`src/hdl/fbb_pkg.sv`:
```
// Shared types and constants for the framebuffer blitter.
// No dependencies; used by the copy sequencer, the top level and the checker.
package fbb_pkg;

  localparam int SRC_ADDR_BITS = 16;
  localparam int FB_SIDE       = 32;
  localparam int FB_ADDR_BITS  = 10;
  localparam int PIX_BITS      = 8;

  localparam logic [15:0] SRC_RESET = 16'hCC00;

  localparam logic [1:0] FUNC_REG = 2'd0;
  localparam logic [1:0] FUNC_MEM = 2'd1;
  localparam logic [1:0] FUNC_PIX = 2'd2;

  localparam logic [4:0] REG_COPY_FLUSH = 5'd0;
  localparam logic [4:0] REG_COPY       = 5'd1;
  localparam logic [4:0] REG_SRC_LO     = 5'd2;
  localparam logic [4:0] REG_SRC_HI     = 5'd3;
  localparam logic [4:0] REG_DST_LO     = 5'd4;
  localparam logic [4:0] REG_DST_HI     = 5'd5;
  localparam logic [4:0] REG_DST_X      = 5'd6;
  localparam logic [4:0] REG_DST_Y      = 5'd7;
  localparam logic [4:0] REG_WIDTH      = 5'd8;
  localparam logic [4:0] REG_HEIGHT     = 5'd9;
  localparam logic [4:0] REG_STRIDE     = 5'd10;
  localparam logic [4:0] REG_KEY        = 5'd11;

  localparam logic KIND_PIXEL = 1'b0;
  localparam logic KIND_FLUSH = 1'b1;

  localparam logic [1:0] SEL_SKIP_KEY = 2'd1;
  localparam logic [1:0] SEL_ONLY_KEY = 2'd2;

  typedef struct packed {
    logic [1:0]  func;
    logic [4:0]  reg_addr;
    logic [15:0] mem_addr;
    logic [9:0]  pixel_index;
    logic [7:0]  data;
  } in_item_t;

  typedef struct packed {
    logic       kind;
    logic [7:0] pixel;
  } out_item_t;

  typedef struct packed {
    logic [15:0] src_address;
    logic [9:0]  dest_address;
    logic [4:0]  width_minus_one;
    logic [4:0]  height_minus_one;
    logic [7:0]  stride_minus_one;
    logic [7:0]  key_color;
  } copy_cfg_t;

  typedef struct packed {
    logic       start;
    logic [2:0] mode;
  } copy_cmd_t;

endpackage

```
`src/hdl/fbb_copy_seq.sv`:
```
// Rectangle copy sequencer: walks the rectangle, one read then, unless skipped, one write per pixel.
// Depends on fbb_pkg; drives the source and frame RAM ports.
module fbb_copy_seq (
  input  logic                              clk,
  input  logic                              rst,
  input  fbb_pkg::copy_cmd_t                cmd,
  input  fbb_pkg::copy_cfg_t                cfg,
  output logic [fbb_pkg::SRC_ADDR_BITS-1:0] src_raddr,
  input  logic [fbb_pkg::PIX_BITS-1:0]      src_rdata,
  output logic [fbb_pkg::FB_ADDR_BITS-1:0]  fb_raddr,
  input  logic [fbb_pkg::PIX_BITS-1:0]      fb_rdata,
  output logic                              fb_we,
  output logic [fbb_pkg::FB_ADDR_BITS-1:0]  fb_waddr,
  output logic [fbb_pkg::PIX_BITS-1:0]      fb_wdata,
  output logic                              done
);

  typedef enum logic [1:0] {S_IDLE, S_READ, S_WRITE} state_t;

  state_t      state;
  logic [4:0]  x;
  logic [4:0]  y;
  logic [15:0] row_src;
  logic [10:0] row_dst;
  logic [10:0] da;
  logic [10:0] da_q;
  logic [15:0] sa;
  logic [2:0]  mode;
  logic        skip;
  logic        last_col;
  logic        last_row;
  logic [8:0]  stride;

  // address adders: row base plus column, for source and frame store
  assign sa       = row_src + {11'd0, x};
  assign da       = row_dst + {6'd0, x};
  assign stride   = {1'b0, cfg.stride_minus_one} + 9'd1;
  assign last_col = (x == cfg.width_minus_one);
  assign last_row = (y == cfg.height_minus_one);

  assign src_raddr = sa[fbb_pkg::SRC_ADDR_BITS-1:0];
  assign fb_raddr  = da[fbb_pkg::FB_ADDR_BITS-1:0];

  always_comb begin
    skip = da_q[10];
    if (mode[0] && src_rdata == cfg.key_color) begin
      skip = 1'b1;
    end
    if (mode[2:1] == fbb_pkg::SEL_SKIP_KEY && fb_rdata == cfg.key_color) begin
      skip = 1'b1;
    end
    if (mode[2:1] == fbb_pkg::SEL_ONLY_KEY && fb_rdata != cfg.key_color) begin
      skip = 1'b1;
    end
  end

  assign fb_we    = (state == S_WRITE) && !skip;
  assign fb_waddr = da_q[fbb_pkg::FB_ADDR_BITS-1:0];
  assign fb_wdata = src_rdata;

  always_ff @(posedge clk) begin
    if (rst) begin
      state <= S_IDLE;
      done  <= 1'b0;
    end else begin
      done <= 1'b0;
      unique case (state)
        S_IDLE: begin
          if (cmd.start) begin
            mode    <= cmd.mode;
            x       <= 5'd0;
            y       <= 5'd0;
            row_src <= cfg.src_address;
            row_dst <= {1'b0, cfg.dest_address};
            state   <= S_READ;
          end
        end
        S_READ: begin
          da_q  <= da;
          state <= S_WRITE;
        end
        S_WRITE: begin
          if (last_col) begin
            x <= 5'd0;
            if (last_row) begin
              done  <= 1'b1;
              state <= S_IDLE;
            end else begin
              y       <= y + 5'd1;
              row_src <= row_src + {7'd0, stride};
              row_dst <= row_dst + 11'(fbb_pkg::FB_SIDE);
              state   <= S_READ;
            end
          end else begin
            x     <= x + 5'd1;
            state <= S_READ;
          end
        end
        default: state <= S_IDLE;
      endcase
    end
  end

endmodule

```
`config.mk`:
```
export PLATFORM = sky130hd
export DESIGN_NAME = fbb_copy_seq
export DESIGN_NICKNAME = d
export VERILOG_FILES = /design/src/hdl/fbb_pkg.sv /design/src/hdl/fbb_copy_seq.sv
export SDC_FILE = /design/constraint.sdc
export NUM_CORES = 1
export LEC_CHECK = 0
export BUFFER_PORTS_ARGS = -buffer_cell sky130_fd_sc_hd__buf_2
export CAP_MARGIN = 20
export CORE_ASPECT_RATIO = 0.75
export CORE_MARGIN = 8
export CORE_UTILIZATION = 35
export DETAILED_ROUTE_END_ITERATION = 8
export HOLD_SLACK_MARGIN = 0.06
export PLACE_DENSITY = 0.64
export SYNTH_ARGS = -nofsm -noshare
export SYNTH_HDL_FRONTEND = slang
export SYNTH_SLANG_ARGS = --single-unit
```
`constraint.sdc`:
```
create_clock -name clk -period 8.2 [get_ports clk]
set_input_delay 1.23 -clock clk [delete_from_list [all_inputs] [get_ports clk]]
set_output_delay 1.23 -clock clk [all_outputs]
set_load 0.02 [all_outputs]
```
==> flow_summary.json <==
{
  "critPathMaxFanout": 6,
  "switching_share_pct": 29.86,
  "drive_gt1_share_pct": 29.23,
  "async_flop_share_pct": 0,
  "wl_per_cell_um": 15.72,
  "p_per_area_mw_per_mm2": 157.5,
  "drt_iter0_drc": 183,
  "final_max_slew_viol_count": 0,
  "worstSetupEndpointType": "output pin",
  "p_switching_mw": 0.2147,
  "ys_ff_latch": 54,
  "synth_flop_cell": "edfxtp_1",
  "fin_crit_sh_pct": 46.69,
  "status": "completed",
  "r2r-end": "row_src[12]$_DFFE_PP_",
  "finalClockSkew_ns": 0.004375,
  "syn_area_mm2": 0.003870,
  "ys_types": 47,
  "synthCells": 386,
  "nNetsFinal": 576,
  "maxCapViolCount": 0,
  "syn_area_per_cell_um2": 10.03,
  "rows": 33,
  "synth_edf_count": 51,
  "numPortBuffers": 119,
  "max_slew.worst_pin.slew_ns": 0.9361,
  "syn_nets": 484,
  "fmax_mhz": 261.2,
  "hold_start": "state[0]$_SDFFE_PP0P_",
  "htreeDepth": 2,
  "routed_wl_um": 9729,
  "antenna_found_initial": 0,
  "rr_startpoint": "row_src[0]$_DFFE_PP_",
  "p_int_mw": 0.5044,
  "multi_input_area_mm2": 0.001983,
  "cts_resized": 0,
  "hp-class": "flop to flop",
  "grt_first_pass_wirelength_um": 15210,
  "rsz0062_at_grt": "false",
  "grt_pass1_vias": 3039,
  "numClockSinks": 54,
  "final_hold_viol_count": 0,
  "clkLatencyLatePin_ns": 0.29,
  "power.leakage_nw": 1.924,
  "post-route-drc-count": 0,
  "dieArea_mm2": 0.01471,
  "crit_arrival_ns": 2.60,
  "post_cts_buffers": 0,
  "seq_area_mm2": 0.001592,
  "vias": 3004,
  "clockPowerShare_pct": 29.6,
  "die_height_um": 107.1,
  "synth_seq_area_share_pct": 41.13,
  "hold_path_depth": 1,
  "area_growth_pct": 18.01,
  "grt_max_degree": 48,
  "power_mw": 0.7191,
  "relSlewSlack_pct": 37.32,
  "dr.pass1.iters": 4,
  "required_ns": 6.97,
  "diodes": 0,
  "fillers": 1089,
  "path_clk_slew_ns": 0.07,
  "r2r_slack_ns": 5.60,
  "core_area_mm2": 0.01086,
  "hold_buffers": 0,
  "peakVddDrop_mv": 0.08211,
  "fin_crit_ns": 3.828,
  "p_comb_share_pct": 24.1,
  "cts_buffer_depth": 2,
  "seqPwrFrac_pct": 46.3,
  "track_usage_pct": 12.99,
  "reg2reg_depth": 9,
  "tns_ns": 0,
  "final-setup-viol-count": 0,
  "root_buffer": "clkbuf_16",
  "tritoncts": "built",
  "hpwl_um": 7823,
  "die_w_um": 137.4,
  "yosysWarnings": 0,
  "postRouteAntennaNets": 0,
  "min_to": "state[1]$_SDFFE_PP0P_",
  "initial_core_util_pct": 35.64,
  "startpoint_type": "flop",
  "grt_overflow_total": 0,
  "vias_per_cell": 4.853,
  "pin_count": 120,
  "place_congestion": 0.7841,
  "numCtsBuffers": 5,
  "path_class": "flop to output pin"
}
[sequential cells by signal (all words and copies together), names as in the netlist]
signal	cells
row_src	16
state	2
da_q	11
y	5
row_dst	11
done	1
x	5
mode	3
[synthesized netlist by cell type (all sizes together) (5+ instances only)]
cell type   n  share of area [%]
a21oi      13                2.2
and2        6               0.97
and3        8                1.3
buf        30                5.8
clkbuf      7               0.68
edfxtp     51                 40
ha         21                6.8
inv        15                1.5
nand2      33                3.2
nand2b      5               0.81
nand3      12                1.6
nor2       25                2.4
nor2b       6               0.97
nor3        5               0.65
nor3b       9                1.9
nor4        6               0.97
o21ai      30                4.0
xnor2      33                7.5
xor2       33                7.5
[placed cells by master (no fill, tap or decap), types with 2 or more instances in the layout]
cell type and n:
nand3_1 12, ha_1 21, xor2_1 33, clkbuf_16 5, o21bai_1 2, nor4_1 6
and3_1 8, nor3_1 5, inv_1 15, edfxtp_1 51, buf_4 2, fa_1 3
nor4b_1 2, a21oi_1 10, nor3b_1 6, a211oi_1 4, o21ai_0 3, a21oi_2 2
nor3b_2 3, dfxtp_1 3, nand2_1 33, buf_2 119, nand2b_1 5, a2111oi_0 2
and2_1 6, nor2_1 25, o211ai_1 4, a21o_1 3, nor2b_1 6, xnor2_1 33
o21ai_1 26, nand4_1 2
[worst max path at each step]
stage,start,slack [ns],cells past startpoint,to
finish,x[0]$_SDFFCE_PN0P_,4.37,9,fb_raddr[6]
global route,x[0]$_SDFFCE_PN0P_,4.16,9,fb_raddr[6]
CTS,x[0]$_SDFFCE_PN0P_,4.37,9,fb_raddr[6]
detailed placement,cfg[5],4.57,7,fb_we
global placement,cfg[2],4.64,7,fb_we
floorplan,cfg[25],3.79,5,row_dst[10]$_SDFFCE_PN0P_
[final cells by class]
type / count / share of cell area, %
clock inverters: 3 / 0.4384
inverters: 15 / 1.233
repair buffers: 122 / 13.48
flip-flops and latches: 54 / 34.85
clock buffers: 5 / 2.740
multi-input cells: 280 / 43.42
well taps: 140 / 3.836
[worst max-delay path, cell delays in order (launching register included)]
cell      delay, ns
edfxtp_1       0.50
ha_1           0.22
inv_1          0.05
fa_1           0.41
nor2b_1        0.14
o21ai_1        0.08
a21oi_1        0.36
o21ai_1        0.12
xnor2_1        0.22
buf_2          0.21
[power by group through the flow]
stage / combinational (mW) / clock (mW) / sequential [mW]
after floorplan: 0.129 / 0 / 0.335
after global placement: 0.171 / 0 / 0.339
after detailed placement: 0.175 / 0 / 0.339
after CTS: 0.175 / 0.220 / 0.333
after global routing: 0.192 / 0.229 / 0.335
final: 0.173 / 0.213 / 0.333
[metal layers]
metal  routed length (µm)  vias up  GRT usage, %
met1                 4373     1399         16.12
met4                  146        0         2.862
met5                    0        -             0
li1                     -     1523             -
met2                 4541       71         21.24
met3                  668       11         4.533
[metrics by stage]
stage                     util, %  hold slack [ns]  setup WS [ns]  cell area (µm²)  cells
final                       42.06           0.5480          4.372             4567    619
after global routing        42.06           0.5810          4.158             4567    619
after CTS                   42.01           0.5488          4.368             4562    618
after detailed placement    40.67           0.5420          4.573             4417    610
after global placement      40.67           0.5349          4.644             4417    610
after floorplan                 -           0.5011          3.787             3870    386
[kinds of logic after synthesis]
group	Yosys count	share of synthesized area, %
XOR/XNOR	66	14.94
adder cells (fa/ha/maj)	24	8.341
AND/OR/NAND/NOR	123	16.39
flip-flops	54	41.13
AO/OA/AOI/OAI	67	11.32
buffers and inverters	52	7.889
(Power assumes the default switching activity.)
